===== src/hnm_pkg.sv =====
`timescale 1ns / 1ps
`default_nettype none
package hnm_pkg;

	typedef struct packed {
		logic [7:0] alpha;
		logic [7:0] blue;
		logic [7:0] green;
		logic [7:0] red;
	} pixel_t;

	// one queue entry: everything the back end needs for one accepted item
	typedef struct packed {
		pixel_t     here;
		logic [7:0] right_red;
		pixel_t     pix;
		logic       has_above;
		logic       last_col;
		logic       last_row;
	} entry_t;

	typedef enum logic [1:0] {
		R_IDLE,
		R_DIV,
		R_ROOT,
		R_DONE
	} rsqrt_state_t;

	typedef enum logic [2:0] {
		B_IDLE,
		B_ROOT,
		B_MUL,
		B_EMIT_N,
		B_EMIT_A,
		B_EMIT_B
	} back_state_t;

	localparam logic CFG_WIDTH  = 1'b0;
	localparam logic CFG_HEIGHT = 1'b1;

	// 2^50 / s takes one quotient bit per step from bit 50 down
	localparam logic [5:0] DIV_LAST  = 6'd50;
	localparam logic [5:0] ROOT_LAST = 6'd17;
	localparam logic [34:0] ROOT_ONE = 35'h4_0000_0000;
	localparam logic [17:0] Z_SQ     = 18'd65025;

	// floor(255 * (2^24 + p) / 2^25) clamped to 0..255
	function automatic logic [7:0] norm_comp(input logic signed [26:0] p);
		logic signed [27:0] t;
		logic signed [35:0] m;
		t = 28'sd16777216 + 28'(p);
		m = (36'(t) <<< 8) - 36'(t);
		if (m < 0) begin
			norm_comp = 8'd0;
		end else if (|m[34:33]) begin
			norm_comp = 8'd255;
		end else begin
			norm_comp = m[32:25];
		end
	endfunction

endpackage
`default_nettype wire


===== src/hnm_fifo.sv =====
`timescale 1ns / 1ps
`default_nettype none
module hnm_fifo (
	input  wire logic            clk,
	input  wire logic            arst_n,
	input  wire logic            push,
	input  wire hnm_pkg::entry_t push_data,
	input  wire logic            pop,
	output logic                 full,
	output logic                 nonempty,
	output hnm_pkg::entry_t      head
);
	hnm_pkg::entry_t slot_q [2];
	logic            wp_q, rp_q;
	logic [1:0]      cnt_q;

	assign full     = cnt_q == 2'd2;
	assign nonempty = cnt_q != 2'd0;
	assign head     = slot_q[rp_q];

	always_ff @(posedge clk) begin
		if (push) begin
			slot_q[wp_q] <= push_data;
		end
	end

	always_ff @(posedge clk or negedge arst_n) begin
		if (!arst_n) begin
			wp_q  <= 1'b0;
			rp_q  <= 1'b0;
			cnt_q <= 2'd0;
		end else begin
			if (push) begin
				wp_q <= !wp_q;
			end
			if (pop) begin
				rp_q <= !rp_q;
			end
			cnt_q <= cnt_q + 2'(push) - 2'(pop);
		end
	end

	a_no_overflow: assert property (@(posedge clk) disable iff (!arst_n)
		push |-> !full || pop)
		else $error("queue written while full");
	a_no_underflow: assert property (@(posedge clk) disable iff (!arst_n)
		pop |-> nonempty)
		else $error("queue read while empty");
	a_count_range: assert property (@(posedge clk) disable iff (!arst_n)
		cnt_q != 2'd3)
		else $error("queue count out of range");

endmodule
`default_nettype wire


===== config.mk =====
export PLATFORM = sky130hd
export DESIGN_NAME = hnm_fifo
export DESIGN_NICKNAME = d
export VERILOG_FILES = /design/src/hnm_pkg.sv /design/src/hnm_fifo.sv
export SDC_FILE = /design/constraint.sdc
export NUM_CORES = 1
export LEC_CHECK = 0
export ABC_AREA = 0
export ABC_CLOCK_PERIOD_IN_PS = 5100
export BUFFER_PORTS_ARGS = -buffer_cell sky130_fd_sc_hd__clkbuf_2
export CAP_MARGIN = 15
export CORE_ASPECT_RATIO = 0.5
export CORE_UTILIZATION = 40
export CTS_BUF_LIST = sky130_fd_sc_hd__clkbuf_8
export CTS_CLUSTER_DIAMETER = 200
export DETAILED_ROUTE_END_ITERATION = 12
export SLEW_MARGIN = 0
export SYNTH_ARGS = -nofsm -noshare
export SYNTH_HDL_FRONTEND = slang
export SYNTH_SLANG_ARGS = --single-unit

===== constraint.sdc =====
create_clock -name clk -period 5.1 [get_ports clk]
set_input_delay 0 -clock clk [delete_from_list [all_inputs] [get_ports clk]]
set_output_delay 0 -clock clk [all_outputs]
set_load 0.1 [all_outputs]

# Yosys cells after proc, flatten, opt, wreduce, memory -nomap -nowiden

Memory sizes are Yosys's and may differ from the RTL's.
Index checks and enable logic that the tools add are counted.

Add/subtract/negate cells: 2
Eq/ne operators: 1
Muxes and demuxes: 2
Reduce and logical (&&, ||, !) cells: 3

Operator list:

| operator                                   | count |
|---|---|
| adder 2 x 1 -> 2 bit                       | 1 |
| equality test 2 bit, second input constant | 1 |
| zero test 1 bit                            | 2 |
| two-way mux 1 bit                          | 2 |
| nonzero test 2 bit                         | 1 |
| subtractor 2 x 1 -> 2 bit                  | 1 |

Bits in registers: 4
Bits in writable memories: 150
Input port bits: 79
Output and inout bits: 77
Logic and storage cells: 12
Memories: 1

Memories:

| name   | words | width | rd ports | clocked after Yosys merged registers in | write ports | RTL line       | text |
|---|---|---|---|---|---|---|---|
| slot_q | 2     | 75    | 1        | 0                                       | 1           | hnm_fifo.sv:13 | `hnm_pkg::entry_t slot_q [2];` |

# Logic depth before layout (Yosys ltp)

Gate-level depths: netlist of run 1.

Depth after elaboration: 2
Depth in mapped cells: 5
Depth with buffers taken out: 5

# Least setup slack after synthesis of run 1

Ideal clock, no wire load.

Kind: reg-to-reg
Start: register wp_q
End: memory slot_q[0][0] in the netlist's numbering (enable)
Library setup time: 518 ps
Arrival: 3730 ps
Required time: 4582 ps
Setup slack: 852 ps
Stages on the path, launching flop included: 2
Buffers on the path: 0
Clock period less this slack: 4248 ps
Cells stage by stage: dfrtp_1 > nor2b_1

RTL lines:

| element                | RTL line       | text |
|---|---|---|
| start, declared        | hnm_fifo.sv:14 | `logic wp_q, rp_q;` |
| start signal, assigned | hnm_fifo.sv:34 | `wp_q <= !wp_q;` |
| end, declared          | hnm_fifo.sv:13 |  |

Straight into the memory's write port.

==> metrics.txt, run 1 <==
largest family of logic cells by synthesized area multiplexers; Register Area 4610 um^2; gr usage total 0.150; port bufs 155; yosys synthesis warning count 0; initial antenna violation count 0; fmax 373 MHz; H-tree levels 4; worst-margin pin slew 1.04 ns; drt pass-1 iters 4; outcome finished clean; Die Width 172 um; r2r setup slk 2.85 ns; CTS tree built; Post-CTS Resized 0; placed wire-length estimate 6.85 mm; # rows 30; register area share after synthesis 0.799; DR DRC count 0; min-delay worst type in -> reg; Post-Synthesis Cell Area 5770 um^2; Mapped Avg Cell Area 23.2 um^2; maxcap violations 0; Hold Fails Final Rpt 0; Layout Skew 0.00587 ns; Seq cells post-synth 154; via count 3061; DR iter-0 viols 135; largest net degree at the start of global routing 76; Die ar. 14900 um^2; antenna viol nets, final 0; Worst-path clk slew 0.08 ns; total CTS buffers 17; multi-input logic area 1100 um^2; most common cell after layout, fill and taps aside clkbuf_2; clock sinks 154; Die Y 86.9 um; Worst Hold Depth 2; Synth Area in Adders 0.00434; first-pass GRT wire length 16.5 mm; startpoint types register; drt total wl 10.6 mm; R2R cell count 2; Tcrit/Tclk final 0.526; setup TNS 0 ns; most frequent cells in the layout 155 x clkbuf_2, 150 x edfxtp_1, 79 x dlygate4sd3_1, 40 x mux2_4, 35 x mux2_2; syn_nets 329; Synth Area in Compound Gates 0; Slew Limit Fails 0; RSZ-0062 raised after global routing no; Core ar. 13800 um^2; Longest Clk Path Bufs 2; WP data required 5.10 ns; Worst Hold End slot_q[1][47]; mux contribution to synthesized area 0.173; Synth Area in Simple Gates 0.00434; ant diodes 0; CP endpoint kind output port; Post-Synth XOR/XNOR Area 0.00716; WL per Instance 15.2 um; P&R area growth vs syn 37.1%; r2r endpoint slot_q[0][54]; vias in the first global route 3393; filler instances 1118; crit-path max FO 41; # IOs 156; final setup fails 0; Mapped Cells 248; worst reg2reg startpoint wp_q; Starting Density 0.417; min Tclk post-route 2.68 ns; clk_lat worst skew 0.42 ns; Synth cell types 14; clk root buf clkbuf_8; Avg Vias per Cell 4.37; RD Place Congestion 0.669; Slew Limit Headroom 0.304; Worst EP arrival 2.68 ns; nets 576; hold_sp push_data[47]; CP Class reg -> out; layout cells sized above 1 0.520; gr ovfl total 0
[synthesized netlist by cell type]
cell type,count,area [um^2]
xor3_1,1,23.8
or2_2,1,6.26
nor2b_1,2,12.5
buf_2,3,15.0
xor2_1,2,17.5
and2_1,1,6.26
mux2_2,35,394
buf_6,4,45.0
ha_1,2,25.0
edfxtp_1,150,4500
mux2_4,40,601
dfrtp_1,4,100
buf_4,1,7.51
inv_1,2,7.51
[stage by stage]
step	worst slack, ns	util	std cells	area (um^2)	hold slack [ns]
6_report	2.42	0.572	700	7910	0.307
3_5_place_dp	2.81	0.488	589	6740	-0.180
2_1_floorplan	0.852	-	248	5770	-0.296
3_3_place_gp	2.86	0.488	589	6740	-0.191
5_1_grt	2.25	0.572	700	7910	0.288
4_1_cts	2.33	0.572	700	7910	0.281
[per-layer routing]
metal,global-route usage,part of all wire,vias to the layer above
met5,0,0,-
met4,0.0652,0.013,0
met3,0.0309,0.033,12
met2,0.284,0.55,68
met1,0.164,0.40,1507
li1,-,-,1474
[cells by family (layout without fill, tap and decap cells)]
kind of cell / Yosys count / in the layout
DFF: 154 / 154
muxes: 75 / 75
buffers and inverters: 10 / 270
and+or+nand+nor: 4 / 4
adders and majority gates: 2 / 2
xor gates and xnor gates: 3 / 3
[worst max-delay path, cell delays in order (launching register included)]
cell and delay, ns:
dfrtp_4 0.85, buf_4 0.62, mux2_2 0.41, clkbuf_2 0.37
[state kept, by name (all words and copies together), names as in the netlist]
signal  count
rp_q        1
wp_q        1
cnt_q       2
slot_q    150
[area by class of cell]
type                       instances  area share
clock buffer                      17      0.0296
timing repair buffer             236       0.200
multi-input combinational         84       0.139
clock inverter                    15      0.0176
sequential                       154       0.583
tap                              192      0.0304
inverter                           2    0.000950
[what timing repair did]
action                                 CTS  global route
buffers inserted                         0             0
hold buffers                            79             0
endpoints found under the hold margin  158             0
[worst max path at each step]
stage	start	endpoint	cells past startpoint
after CTS	rp_q	head[70]	3
after detailed placement	rp_q	head[70]	3
final	rp_q	head[74]	3
after global routing	rp_q	head[74]	3
after floorplan	wp_q	slot_q[0][0]	1
after global placement	rp_q	head[2]	3
Power of run 1 is not shown: default switching activity piles up to over one toggle a cycle in this logic, so the estimate is an artifact.
==> run 2, diff against run 1 <==
--- a/config.mk
+++ b/config.mk
@@ -6,7 +6,7 @@
 export NUM_CORES = 1
 export LEC_CHECK = 0
 export ABC_AREA = 0
-export ABC_CLOCK_PERIOD_IN_PS = 5100
+export ABC_CLOCK_PERIOD_IN_PS = 2200
 export BUFFER_PORTS_ARGS = -buffer_cell sky130_fd_sc_hd__clkbuf_2
 export CAP_MARGIN = 15
 export CORE_ASPECT_RATIO = 0.5
@@ -14,6 +14,7 @@
 export CTS_BUF_LIST = sky130_fd_sc_hd__clkbuf_8
 export CTS_CLUSTER_DIAMETER = 200
 export DETAILED_ROUTE_END_ITERATION = 12
+export PLACE_DENSITY = 0.66
 export SLEW_MARGIN = 0
 export SYNTH_ARGS = -nofsm -noshare
 export SYNTH_HDL_FRONTEND = slang
==> constraint.sdc (replaced) <==
create_clock -name clk -period 2.2 [get_ports clk]
set_input_delay 0 -clock clk [delete_from_list [all_inputs] [get_ports clk]]
set_output_delay 0 -clock clk [all_outputs]
set_load 0.1 [all_outputs]
==> metrics.txt, run 2 (same netlist as run 1, synthesis figures left out) <==
P&R area growth vs syn 39.8%; r2r endpoint slot_q[1][74]; startpoint types register; drt total wl 11.0 mm (+4.0%); CP endpoint kind output port; min Tclk post-route 1.99 ns; r2r setup slk 0.80 ns (-2.05 ns); worst-margin pin slew 0.573 ns (-0.471 ns); maxcap violations 0 (unchanged); placed wire-length estimate 6.72 mm (-1.9%); clk root buf clkbuf_8; max reg flops 150 (unchanged); gr usage total 0.146 (-0.00344); min-delay worst type in -> reg; hold_sp push_data[20]; gr ovfl total 0 (unchanged); ant diodes 0 (unchanged); most frequent cells in the layout 155 x clkbuf_2, 150 x edfxtp_1, 79 x dlygate4sd3_1, 40 x mux2_4, 35 x mux2_2; clock sinks 154 (unchanged); Tcrit/Tclk final 0.905; initial antenna violation count 0 (unchanged); Layout Skew 0.00774 ns (+0.00187 ns); clk_lat worst skew 0.42 ns (about the same); crit-path max FO 14 (-66%); # rows 30 (unchanged); layout cells sized above 1 0.525 (+0.00561); Worst EP arrival 1.99 ns (-0.69 ns); Hold Fails Final Rpt 0 (unchanged); Post-DP Area 6840 um^2 (+1.5%); CTS tree built; Die Width 172 um (unchanged); final instance area 8060 um^2 (+2.0%); worst reg2reg startpoint wp_q; outcome finished clean; # IOs 156 (unchanged); Slew Limit Headroom 0.620 (+0.316); RSZ-0062 raised after global routing no; Core ar. 13800 um^2 (unchanged); H-tree levels 4 (unchanged); antenna viol nets, final 0 (unchanged); RD Place Congestion 0.683 (+2.1%); vias in the first global route 3254 (-4.1%); final setup fails 0 (unchanged); Starting Density 0.417 (unchanged); Worst Hold Depth 2 (unchanged); via count 3158 (+3.2%); WL per Instance 15.6 um (+3.1%); nets 582 (+1.0%); final non-filler cell total 706 (+0.86%); most common cell after layout, fill and taps aside clkbuf_2; R2R cell count 2 (unchanged); drt pass-1 iters 4 (unchanged); total CTS buffers 17 (unchanged); Post-CTS Resized 0 (unchanged); DR DRC count 0 (unchanged); Die ar. 14900 um^2 (unchanged); setup TNS 0 ns (unchanged); Avg Vias per Cell 4.47 (+2.3%); Worst-path clk slew 0.08 ns (about the same); WP data required 2.20 ns (-2.90 ns); Die Y 86.9 um (unchanged); Longest Clk Path Bufs 2 (unchanged); first-pass GRT wire length 15.9 mm (-3.3%); largest registers slot_q: 150 flops, cnt_q: 2 flops; setup ws final 0.209 ns (-2.21 ns); Reg with most FFs slot_q; CP Class reg -> out; Worst Hold End slot_q[0][20]; filler instances 1063 (-4.9%); DR iter-0 viols 152 (+13%); port bufs 155 (unchanged); fmax 502 MHz; largest net degree at the start of global routing 75 (-1.3%); dpl cells 594 (+0.85%); pre-CTS setup slack 0.505 ns (-2.30 ns); Slew Limit Fails 0 (unchanged)
## run 2: critical path, cell delays in order (launching register included)
cell and delay (ns):
dfrtp_4 0.59, buf_4 0.25, mux2_2 0.36, clkbuf_2 0.37
## run 2: per-layer routing
metal | share of wire | GRT usage
met4 | 0.019 | 0.0611
met1 | 0.40 | 0.159
met3 | 0.038 | 0.0341
met5 | 0 | 0
met2 | 0.54 | 0.277
## run 2: worst max path at each step
| stage | startpoint | slack (ns) | cells past startpoint | endpoint |
|---|---|---|---|---|
| 6_report | rp_q | 0.21 | 3 | head[18] |
| 3_5_place_dp | rp_q | 0.51 | 3 | head[8] |
| 2_1_floorplan | wp_q | 0.24 | 1 | slot_q[0][0] |
| 3_3_place_gp | rp_q | 0.54 | 3 | head[13] |
| 4_1_cts | rp_q | 0.04 | 3 | head[8] |
| 5_1_grt | rp_q | 0.10 | 3 | head[9] |
## run 2: area by class of cell
cell class / count / area (um^2) / area share
sequential: 154 / 4610 / 0.572
timing repair buffer: 242 / 1690 / 0.210
multi-input combinational: 84 / 1100 / 0.136
tap: 192 / 240 / 0.0298
clock buffer: 17 / 234 / 0.0290
clock inverter: 15 / 184 / 0.0228
inverter: 2 / 7.51 / 0.000931
## run 2: repair_timing
item | in CTS | in global routing
endpoints found under the hold margin | 159 | 0
buffers inserted | 0 | 1
setup endpoints to repair | 0 | 13
hold buffers | 79 | 0
## run 2: stage by stage
stage / util / hold slack, ns
after floorplan: - / -0.296
after global placement: 0.495 / -0.189
after detailed placement: 0.495 / -0.188
after CTS: 0.583 / 0.278
after global routing: 0.584 / 0.284
final: 0.584 / 0.311
Power of run 2 is left out for the same reason.
