### src/hnm_pkg.sv
`timescale 1ns / 1ps
`default_nettype none
package hnm_pkg;

	typedef struct packed {
		logic [7:0] alpha;
		logic [7:0] blue;
		logic [7:0] green;
		logic [7:0] red;
	} pixel_t;

	// one queue entry: everything the back end needs for one accepted item
	typedef struct packed {
		pixel_t     here;
		logic [7:0] right_red;
		pixel_t     pix;
		logic       has_above;
		logic       last_col;
		logic       last_row;
	} entry_t;

	typedef enum logic [1:0] {
		R_IDLE,
		R_DIV,
		R_ROOT,
		R_DONE
	} rsqrt_state_t;

	typedef enum logic [2:0] {
		B_IDLE,
		B_ROOT,
		B_MUL,
		B_EMIT_N,
		B_EMIT_A,
		B_EMIT_B
	} back_state_t;

	localparam logic CFG_WIDTH  = 1'b0;
	localparam logic CFG_HEIGHT = 1'b1;

	// 2^50 / s takes one quotient bit per step from bit 50 down
	localparam logic [5:0] DIV_LAST  = 6'd50;
	localparam logic [5:0] ROOT_LAST = 6'd17;
	localparam logic [34:0] ROOT_ONE = 35'h4_0000_0000;
	localparam logic [17:0] Z_SQ     = 18'd65025;

	// floor(255 * (2^24 + p) / 2^25) clamped to 0..255
	function automatic logic [7:0] norm_comp(input logic signed [26:0] p);
		logic signed [27:0] t;
		logic signed [35:0] m;
		t = 28'sd16777216 + 28'(p);
		m = (36'(t) <<< 8) - 36'(t);
		if (m < 0) begin
			norm_comp = 8'd0;
		end else if (|m[34:33]) begin
			norm_comp = 8'd255;
		end else begin
			norm_comp = m[32:25];
		end
	endfunction

endpackage
`default_nettype wire

### src/hnm_res_if.sv
`timescale 1ns / 1ps
`default_nettype none
interface hnm_res_if;
	logic       valid;
	logic       ready;
	logic [7:0] out_red;
	logic [7:0] out_green;
	logic [7:0] out_blue;
	logic [7:0] out_alpha;
	logic       run_last;
	logic       frame_done;

	modport source (output valid, out_red, out_green, out_blue, out_alpha, run_last,
		frame_done, input ready);
	modport sink (input valid, out_red, out_green, out_blue, out_alpha, run_last,
		frame_done, output ready);
endinterface
`default_nettype wire

### src/hnm_rsqrt.sv
`timescale 1ns / 1ps
`default_nettype none
module hnm_rsqrt (
	input  wire logic        clk,
	input  wire logic        arst_n,
	input  wire logic        start,
	input  wire logic [17:0] s,
	output logic             done,
	output logic [16:0]      r
);
	hnm_pkg::rsqrt_state_t state_q, state_d;
	logic [5:0]  cnt_q;
	logic [17:0] s_q, rem_q;
	logic [34:0] quo_q, op_q, res_q, one_q;

	logic [18:0] rem_sh;
	logic        div_ge;
	logic [34:0] sum;
	logic        root_ge;
	logic [18:0] t_inc;

	// restoring division of 2^50 by s, then bitwise integer square root
	assign rem_sh  = {rem_q, cnt_q == hnm_pkg::DIV_LAST};
	assign div_ge  = rem_sh >= {1'b0, s_q};
	assign sum     = res_q + one_q;
	assign root_ge = op_q >= sum;
	assign t_inc   = {1'b0, res_q[17:0]} + 19'd1;

	always_comb begin
		state_d = state_q;
		unique case (state_q)
			hnm_pkg::R_IDLE: if (start) state_d = hnm_pkg::R_DIV;
			hnm_pkg::R_DIV:  if (cnt_q == 6'd0) state_d = hnm_pkg::R_ROOT;
			hnm_pkg::R_ROOT: if (cnt_q == 6'd0) state_d = hnm_pkg::R_DONE;
			hnm_pkg::R_DONE: state_d = hnm_pkg::R_IDLE;
			default:         state_d = hnm_pkg::R_IDLE;
		endcase
	end

	always_comb begin
		done = state_q == hnm_pkg::R_DONE;
		r    = t_inc[17:1];
	end

	always_ff @(posedge clk) begin
		unique case (state_q)
			hnm_pkg::R_IDLE: begin
				s_q   <= s;
				rem_q <= '0;
				quo_q <= '0;
			end
			hnm_pkg::R_DIV: begin
				rem_q <= div_ge ? 18'(rem_sh - {1'b0, s_q}) : rem_sh[17:0];
				quo_q <= {quo_q[33:0], div_ge};
				if (cnt_q == 6'd0) begin
					op_q  <= {quo_q[33:0], div_ge};
					res_q <= '0;
					one_q <= hnm_pkg::ROOT_ONE;
				end
			end
			hnm_pkg::R_ROOT: begin
				if (root_ge) begin
					op_q  <= op_q - sum;
					res_q <= (res_q >> 1) + one_q;
				end else begin
					res_q <= res_q >> 1;
				end
				one_q <= one_q >> 2;
			end
			default: begin
			end
		endcase
	end

	always_ff @(posedge clk or negedge arst_n) begin
		if (!arst_n) begin
			state_q <= hnm_pkg::R_IDLE;
			cnt_q   <= '0;
		end else begin
			state_q <= state_d;
			if (state_q == hnm_pkg::R_IDLE) begin
				cnt_q <= hnm_pkg::DIV_LAST;
			end else if (state_q == hnm_pkg::R_DIV && cnt_q == 6'd0) begin
				cnt_q <= hnm_pkg::ROOT_LAST;
			end else if (cnt_q != 6'd0) begin
				cnt_q <= cnt_q - 6'd1;
			end
		end
	end

endmodule
`default_nettype wire

### src/hnm_back.sv
`timescale 1ns / 1ps
`default_nettype none
module hnm_back (
	input  wire logic            clk,
	input  wire logic            arst_n,
	input  wire logic            nonempty,
	input  wire hnm_pkg::entry_t head,
	output logic                 pop,
	hnm_res_if.source            results
);
	hnm_pkg::back_state_t state_q, state_d;
	hnm_pkg::entry_t      e_q;
	logic signed [8:0]    a_q, b_q;
	logic [16:0]          r_q;
	logic signed [26:0]   pa_q, pb_q, pc_q;
	logic                 out_v_q;
	hnm_pkg::pixel_t      out_q;
	logic                 run_last_q, done_q;

	logic signed [8:0]    a, b;
	logic [17:0]          s;
	logic                 start, rs_done;
	logic [16:0]          rs_r;
	logic                 out_free, load;
	hnm_pkg::pixel_t      load_pix;
	logic                 load_last, load_done;

	assign a = $signed({1'b0, head.right_red}) - $signed({1'b0, head.here.red});
	assign b = $signed({1'b0, head.pix.red}) - $signed({1'b0, head.here.red});
	// squares taken at full width so the products keep all their bits
	assign s = 18'(a) * 18'(a) + 18'(b) * 18'(b) + hnm_pkg::Z_SQ;

	hnm_rsqrt u_rsqrt (
		.clk    (clk),
		.arst_n (arst_n),
		.start  (start),
		.s      (s),
		.done   (rs_done),
		.r      (rs_r)
	);

	assign out_free = !out_v_q || results.ready;

	always_comb begin
		state_d = state_q;
		unique case (state_q)
			hnm_pkg::B_IDLE: begin
				if (nonempty) begin
					if (head.has_above && !head.last_col) state_d = hnm_pkg::B_ROOT;
					else if (head.has_above)             state_d = hnm_pkg::B_EMIT_A;
					else if (head.last_row)              state_d = hnm_pkg::B_EMIT_B;
				end
			end
			hnm_pkg::B_ROOT: if (rs_done) state_d = hnm_pkg::B_MUL;
			hnm_pkg::B_MUL:  state_d = hnm_pkg::B_EMIT_N;
			hnm_pkg::B_EMIT_N, hnm_pkg::B_EMIT_A: begin
				if (out_free) state_d = e_q.last_row ? hnm_pkg::B_EMIT_B : hnm_pkg::B_IDLE;
			end
			hnm_pkg::B_EMIT_B: if (out_free) state_d = hnm_pkg::B_IDLE;
			default: state_d = hnm_pkg::B_IDLE;
		endcase
	end

	always_comb begin
		pop       = 1'b0;
		start     = 1'b0;
		load      = 1'b0;
		load_pix  = e_q.pix;
		load_last = 1'b1;
		load_done = 1'b0;
		unique case (state_q)
			hnm_pkg::B_IDLE: begin
				pop   = nonempty;
				start = nonempty && head.has_above && !head.last_col;
			end
			hnm_pkg::B_EMIT_N: begin
				load      = out_free;
				load_pix  = '{alpha: 8'd255, blue: hnm_pkg::norm_comp(pc_q),
					green: hnm_pkg::norm_comp(pb_q), red: hnm_pkg::norm_comp(pa_q)};
				load_last = !e_q.last_row;
			end
			hnm_pkg::B_EMIT_A: begin
				load      = out_free;
				load_pix  = e_q.here;
				load_last = !e_q.last_row;
			end
			hnm_pkg::B_EMIT_B: begin
				load      = out_free;
				load_done = e_q.last_col;
			end
			default: begin
			end
		endcase
	end

	always_ff @(posedge clk) begin
		if (pop) begin
			e_q <= head;
			a_q <= a;
			b_q <= b;
		end
		if (rs_done) begin
			r_q <= rs_r;
		end
		if (state_q == hnm_pkg::B_MUL) begin
			pa_q <= 27'(a_q) * 27'($signed({1'b0, r_q}));
			pb_q <= 27'(b_q) * 27'($signed({1'b0, r_q}));
			pc_q <= $signed({2'b00, r_q, 8'd0}) - $signed({10'd0, r_q});
		end
		if (load) begin
			out_q      <= load_pix;
			run_last_q <= load_last;
			done_q     <= load_done;
		end
	end

	always_ff @(posedge clk or negedge arst_n) begin
		if (!arst_n) begin
			state_q <= hnm_pkg::B_IDLE;
			out_v_q <= 1'b0;
		end else begin
			state_q <= state_d;
			if (load) begin
				out_v_q <= 1'b1;
			end else if (results.ready) begin
				out_v_q <= 1'b0;
			end
		end
	end

	assign results.valid      = out_v_q;
	assign results.out_red    = out_q.red;
	assign results.out_green  = out_q.green;
	assign results.out_blue   = out_q.blue;
	assign results.out_alpha  = out_q.alpha;
	assign results.run_last   = run_last_q;
	assign results.frame_done = done_q;

endmodule
`default_nettype wire

### src/flat_wrapper.sv
// flat-port wrapper written by rule: the top's interface ports become plain ports
module hnm_back_flat 
  (clk, arst_n, nonempty, head, pop, results_valid, results_out_red, results_out_green, results_out_blue, results_out_alpha, results_run_last, results_frame_done, results_ready);
  hnm_res_if results_i ();
  input  wire logic clk;
  input  wire logic arst_n;
  input  wire logic nonempty;
  input  wire hnm_pkg::entry_t head;
  output logic pop;
  output wire logic [$bits(results_i.valid)-1:0] results_valid;
  output wire logic [$bits(results_i.out_red)-1:0] results_out_red;
  output wire logic [$bits(results_i.out_green)-1:0] results_out_green;
  output wire logic [$bits(results_i.out_blue)-1:0] results_out_blue;
  output wire logic [$bits(results_i.out_alpha)-1:0] results_out_alpha;
  output wire logic [$bits(results_i.run_last)-1:0] results_run_last;
  output wire logic [$bits(results_i.frame_done)-1:0] results_frame_done;
  input wire logic [$bits(results_i.ready)-1:0] results_ready;
  assign results_valid = results_i.valid;
  assign results_out_red = results_i.out_red;
  assign results_out_green = results_i.out_green;
  assign results_out_blue = results_i.out_blue;
  assign results_out_alpha = results_i.out_alpha;
  assign results_run_last = results_i.run_last;
  assign results_frame_done = results_i.frame_done;
  assign results_i.ready = results_ready;
  hnm_back u_core (.clk(clk), .arst_n(arst_n), .nonempty(nonempty), .head(head), .pop(pop), .results(results_i));
endmodule
### config.mk
export PLATFORM = sky130hd
export DESIGN_NAME = hnm_back_flat
export DESIGN_NICKNAME = d
export VERILOG_FILES = /design/src/hnm_pkg.sv /design/src/hnm_res_if.sv /design/src/hnm_rsqrt.sv /design/src/hnm_back.sv /design/src/flat_wrapper.sv
export SDC_FILE = /design/constraint.sdc
export NUM_CORES = 2
export LEC_CHECK = 0
export ABC_AREA = 1
export BUFFER_PORTS_ARGS = -buffer_cell sky130_fd_sc_hd__buf_2
export CAP_MARGIN = 20
export CORE_MARGIN = 2
export CORE_UTILIZATION = 35
export CTS_CLUSTER_SIZE = 14
export DETAILED_ROUTE_END_ITERATION = 6
export GPL_ROUTABILITY_DRIVEN = 0
export PLACE_DENSITY = 0.48
export SLEW_MARGIN = 30
export SYNTH_ARGS = -nofsm -noshare
export SYNTH_HDL_FRONTEND = slang
export SYNTH_SLANG_ARGS = --single-unit
### constraint.sdc
create_clock -name clk -period 16.31 [get_ports clk]
set_input_delay 1.631 -clock clk [delete_from_list [all_inputs] [get_ports clk]]
set_output_delay 1.631 -clock clk [all_outputs]
set_load 0.01 [all_outputs]
# Word level (Yosys, flattened, before mapping)
# Index checks and enable logic that the tools add are counted.
[totals]
inputBits = 79
output_inout_bits = 36
reg_bits = 402
wordCells = 140
[classes]
multipliers = 4
order_cmp = 5
n_mux = 39
n_reduce_logical = 25
n_addsub = 17
eq_ne = 18
[op_table]
columns = ["op", "n"]
rows = [
  ["$pmux 35 s2", 3],
  ["$mux 35", 5],
  ["$lt 36x1->1 const B", 3],
  ["$sub 36x28->36", 3],
  ["$pmux 34 s2", 1],
  ["$pmux 32 s2", 1],
  ["$add 26x27->28 const A", 2],
  ["$mul 9x18->27", 2],
  ["$mux 8", 6],
  ["$mul 9x9->18", 2],
  ["$pmux 18 s2", 1],
  ["$add 34x35->35", 1],
  ["$add 35x35->35", 1],
  ["$ge 35x35->1", 1],
  ["$sub 35x35->35", 1],
  ["$add 26x26->27 const A", 1],
  ["$sub 25x17->26", 1],
  ["$mux 3", 8],
  ["$ge 19x18->1", 1],
  ["$add 18x1->18 const B", 1],
  ["$add 18x16->18 const B", 1],
  ["$add 18x18->18", 1],
  ["$mux 18", 1],
  ["$mux 6", 3],
  ["30 further kinds", 57],
]

# Longest topological paths before layout
[depth]
word_depth = 6
depth_mapped = 35
mapped_depth_nobuf = 34

# Modules after synthesis
# A second synthesis with hierarchy kept.
[hier_totals]
hier_cells = 5935
area_unflattened_um2 = 45422.3
[by_module_without_submodules]
columns = ["mod", "n_inst", "seq_area_each_um2", "area_per_inst_um2", "cells_per_inst"]
rows = [
  ["hnm_back", 1, 6556.3, 30710.7, 3826],
  ["hnm_rsqrt", 1, 4944.7, 14711.6, 2109],
]

# Least setup slack after synthesis
# Ideal clock, no wire load.
[synth_timing]
path_type = "input port to flip-flop"
from = "input head[3] (netlist name)"
to = "register u_core.u_rsqrt.s_q[13], data pin"
stages = 31
n_path_buf = 0
setup_time_ps = 258
arrival_time_ps = 8197
required_time_ps = 16052
setup_slack_ps = 7855
cell_sequence = "inv_1 ha_1 inv_1 fa_1 nand3_1 nand3_1 a21oi_1 o21bai_1 nand2_1 nand2_1 a21oi_2 nand2_1 fa_1 inv_1 fa_1 fa_1 fa_1 fa_1 fa_1 inv_1 fa_1 inv_1 ha_1 nand2_1 inv_1 a21oi_1 o21ai_0 nand2_1 nand2_1 a21oi_1 xnor2_1"
[synth_between]
elab_chain_len = 4
[synth_lines]
columns = ["element", "line", "rtl"]
rows = [
  ["start: declaration", "flat_wrapper.sv:8", "input wire hnm_pkg::entry_t head;"],
  ["$sub 8x8->9", "hnm_back.sv:29", "assign b = $signed({1'b0, head.pix.red}) - $signed({1'b0, head.here.red});"],
  ["$mul 9x9->18", "hnm_back.sv:31", "assign s = 18'(a) * 18'(a) + 18'(b) * 18'(b) + hnm_pkg::Z_SQ;"],
  ["$add 18x18->18", "hnm_back.sv:31", ""],
  ["$add 18x16->18", "hnm_back.sv:31", ""],
  ["named net u_core.s[13]", "hnm_back.sv:21", "logic [17:0] s;"],
  ["end signal: assignment", "hnm_rsqrt.sv:48", "s_q <= s;"],
  ["end: declaration", "hnm_rsqrt.sv:13", "logic [17:0] s_q, rem_q;"],
]
# The timed path passes the listed nets, and every way through them passes these cells.
# A chain may end at the register's enable or synchronous reset.

# Worst setup path in the final report
[layout_timing]
from = "input head[3] (netlist name)"
to = "register u_core.u_rsqrt.s_q[14], data pin"
# The elaborated chain is that of the path after synthesis.

==> impl_metrics.tcl <==
set metrics [dict create \
    status "finished clean" \
    startpoint_type "input port" \
    seqCellArea_mm2 0.0115 \
    netlist_area_mm2 0.0445 \
    dieHeight_um 361 \
    grt_pass1_vias 37300 \
    vias_per_cell 4.87 \
    die_area_mm2 0.130 \
    fillers 13300 \
    cts_hold_buf 0 \
    rsz0062_at_grt "no" \
    antenna_left 0 \
    die_w_um 361 \
    drtIter0Drc 2219 \
    cp.required_ps 16680 \
    synth.area.top_cells "edfxtp_1 25%, fa_1 17%, nand2_1 12%, ha_1 12%, inv_1 9.9%" \
    clock_path_buffers 3 \
    final_cells 7498 \
    hold_path.class "flop to flop" \
    end_kind "flop" \
    cts_sinks 385 \
    first_pass_iters 5 \
    netlist.top_cell.by_area "edfxtp_1" \
    synth.most_common_cell "nand2_1" \
    synthCells 5724 \
    ys.flop_type "edfxtp_1" \
    skew_ps 27.2 \
    synth_top_area_frac 0.252 \
    grt_pass1_wl_mm 207 \
    maxCapViolations 0 \
    rows 130 \
    arrival_ps 9090 \
    drv_slew 0 \
    cts_made_buffers 49 \
    maxSlewHeadroom 0.330 \
    core_mm2 0.126 \
    cts_root_buf "clkbuf_16" \
    cts_tree "yes" \
    placed_area_mm2 0.0470 \
    seq_area_frac_synth 0.258 \
    grt_max_degree 72 \
    cpMostUsedCell "fa_1" \
    antennaDiodeCount 0 \
    fmax_mhz 115 \
    synth_cell_type_count 59 \
    post_drt_wl_per_cell_um 17.2 \
    fin_ws_ps 7590 \
    multi_input_area_mm2 0.0281 \
    synth_common_cells "1481 x nand2_1, 1174 x inv_1, 456 x nor2_1, 417 x ha_1, 373 x edfxtp_1" \
    hold_viol_final 0 \
    tns_ps 0 \
    num_io_pins 115 \
    num_vias 36500 \
    antenna_found_initial 3 \
    nets 6678 \
    cp_max_fo 19 \
    drive_gt1_frac 0.0506 \
    period_needed_ps 8720 \
    cts-resized-gates 0 \
    ys_ff_latch 385 \
    drc 0 \
    fin_area_mm2 0.0486 \
    async_flop_share 0.0312 \
    dp_hpwl_mm 105 \
    synth_fp_nets 6590 \
    wirelength_mm 129 \
    clock_latency_ps 650 \
    cp_slowest_cell "fa_1" \
    grt.total_usage 0.200 \
    port_buffers 114 \
    crit_type "input port to flop" \
    dp_slack_ps 6950 \
    start_util 0.354 \
    placedCellCount 7408 \
    tightest_slew_ps 1010 \
    post_cts_buffers 0 \
    max_stage_delay_ps 660 \
    synth_edf_count 373 \
    setup_viol 0 \
    avgSynthCellArea_um2 7.78 \
    htree_num_levels 2 \
    area_growth_pct 9.18 \
    period_share 0.535 \
    yosysWarnings 0 \
    gr-total-overflow 0 \
    clkTransAtPathRegs_ps 60 \
]
-- stage by stage --
step	util	hold slack [ps]
after floorplan	-	470
after global placement	0.373	500
after detailed placement	0.373	508
after CTS	0.386	519
after global routing	0.386	537
final	0.386	519
-- per-layer routing --
layer | GRT usage | wire length [µm]
met1 | 0.280 | 61800
met2 | 0.335 | 60400
met3 | 0.0215 | 4650
met4 | 0.0367 | 2160
met5 | 0 | 34
-- layout by cell type (no fill, tap or decap), drive strengths merged, types with 8 or more instances in the layout --
master / Yosys / layout
o21a: 9 / 9
a21oi: 281 / 281
nor2: 466 / 466
fa: 370 / 370
ha: 417 / 417
o21ai: 223 / 223
clkinv: 2 / 20
nand2: 1490 / 1490
nand3b: 21 / 21
and2: 8 / 8
dfrtp: 12 / 12
a21o: 17 / 17
edfxtp: 373 / 373
nor3: 54 / 54
nor4: 14 / 14
inv: 1179 / 1182
a31oi: 21 / 21
o22a: 8 / 8
a22o: 24 / 24
clkbuf: 76 / 58
xnor2: 84 / 84
o21bai: 27 / 27
nand4: 101 / 101
xor2: 115 / 115
nand3: 237 / 237
buf: 42 / 155
-- state kept, by name, summed over array words and instances, names as in the netlist --
name / cells
u_core.a_q: 9
u_core.u_rsqrt.rem_q: 18
u_core.results.out_blue: 8
u_core.r_q: 17
u_core.e_q: 66
u_core.pb_q: 27
u_core.u_rsqrt.res_q: 35
u_core.pa_q: 27
u_core.pc_q: 26
u_core.u_rsqrt.one_q: 18
u_core.u_rsqrt.cnt_q: 6
u_core.state_q: 3
u_core.u_rsqrt.s_q: 18
u_core.results.out_red: 8
u_core.results.out_alpha: 8
u_core.u_rsqrt.quo_q: 34
u_core.results.valid: 1
u_core.u_rsqrt.state_q: 2
u_core.b_q: 9
u_core.u_rsqrt.op_q: 35
u_core.results.frame_done: 1
u_core.results.run_last: 1
u_core.results.out_green: 8
-- cells by family (layout without fill, tap and decap cells) --
family | Yosys count | count (layout) | share of synthesized area
AOI/OAI and AO/OA | 646 | 646 | 0.0833
DFF | 385 | 385 | 0.258
buffers and inverters | 1299 | 1423 | 0.111
and+or+nand+nor | 2408 | 2408 | 0.224
xor gates and xnor gates | 199 | 199 | 0.0395
adders and majority gates | 787 | 787 | 0.284
-- worst max-delay path, delay by kind of cell --
kind | cells | cell delay (ps)
simple gates | 8 | 950
fa+ha+maj | 10 | 4770
buf+inv | 8 | 770
compound gates | 5 | 810
xor+xnor | 1 | 160
-- area by class of cell --
class,count,share of cell area
Sequential cell,385,0.237
Multi-Input combinational cell,4040,0.578
Clock inverter,29,0.00675
Inverter,1181,0.0912
Timing Repair Buffer,155,0.0188
Tap cell,1650,0.0425
Clock buffer,58,0.0259
-- path summary, 6_finish.rpt --
kind,from,endpoint,slack (ps),depth (start not counted)
max,head[3],u_core.u_rsqrt.s_q[14]$_DFFE_PP_,7590,32
min,u_core.u_rsqrt.cnt_q[2]$_DFFE_PN0P_,u_core.u_rsqrt.cnt_q[2]$_DFFE_PN0P_,520,1
max reg2reg,u_core.b_q[1]$_DFFE_PP_,u_core.pb_q[20]$_DFFE_PP_,10640,16
min reg2reg,u_core.u_rsqrt.cnt_q[2]$_DFFE_PN0P_,u_core.u_rsqrt.cnt_q[2]$_DFFE_PN0P_,520,1
max in group asynchronous,arst_n,u_core.u_rsqrt.cnt_q[2]$_DFFE_PN0P_,15230,1
min in group asynchronous,arst_n,u_core.u_rsqrt.cnt_q[5]$_DFFE_PN0P_,860,1
Power is left out: the tool's default activity adds up to more than one toggle a clock period on the data nets, which glitch-free logic cannot reach.
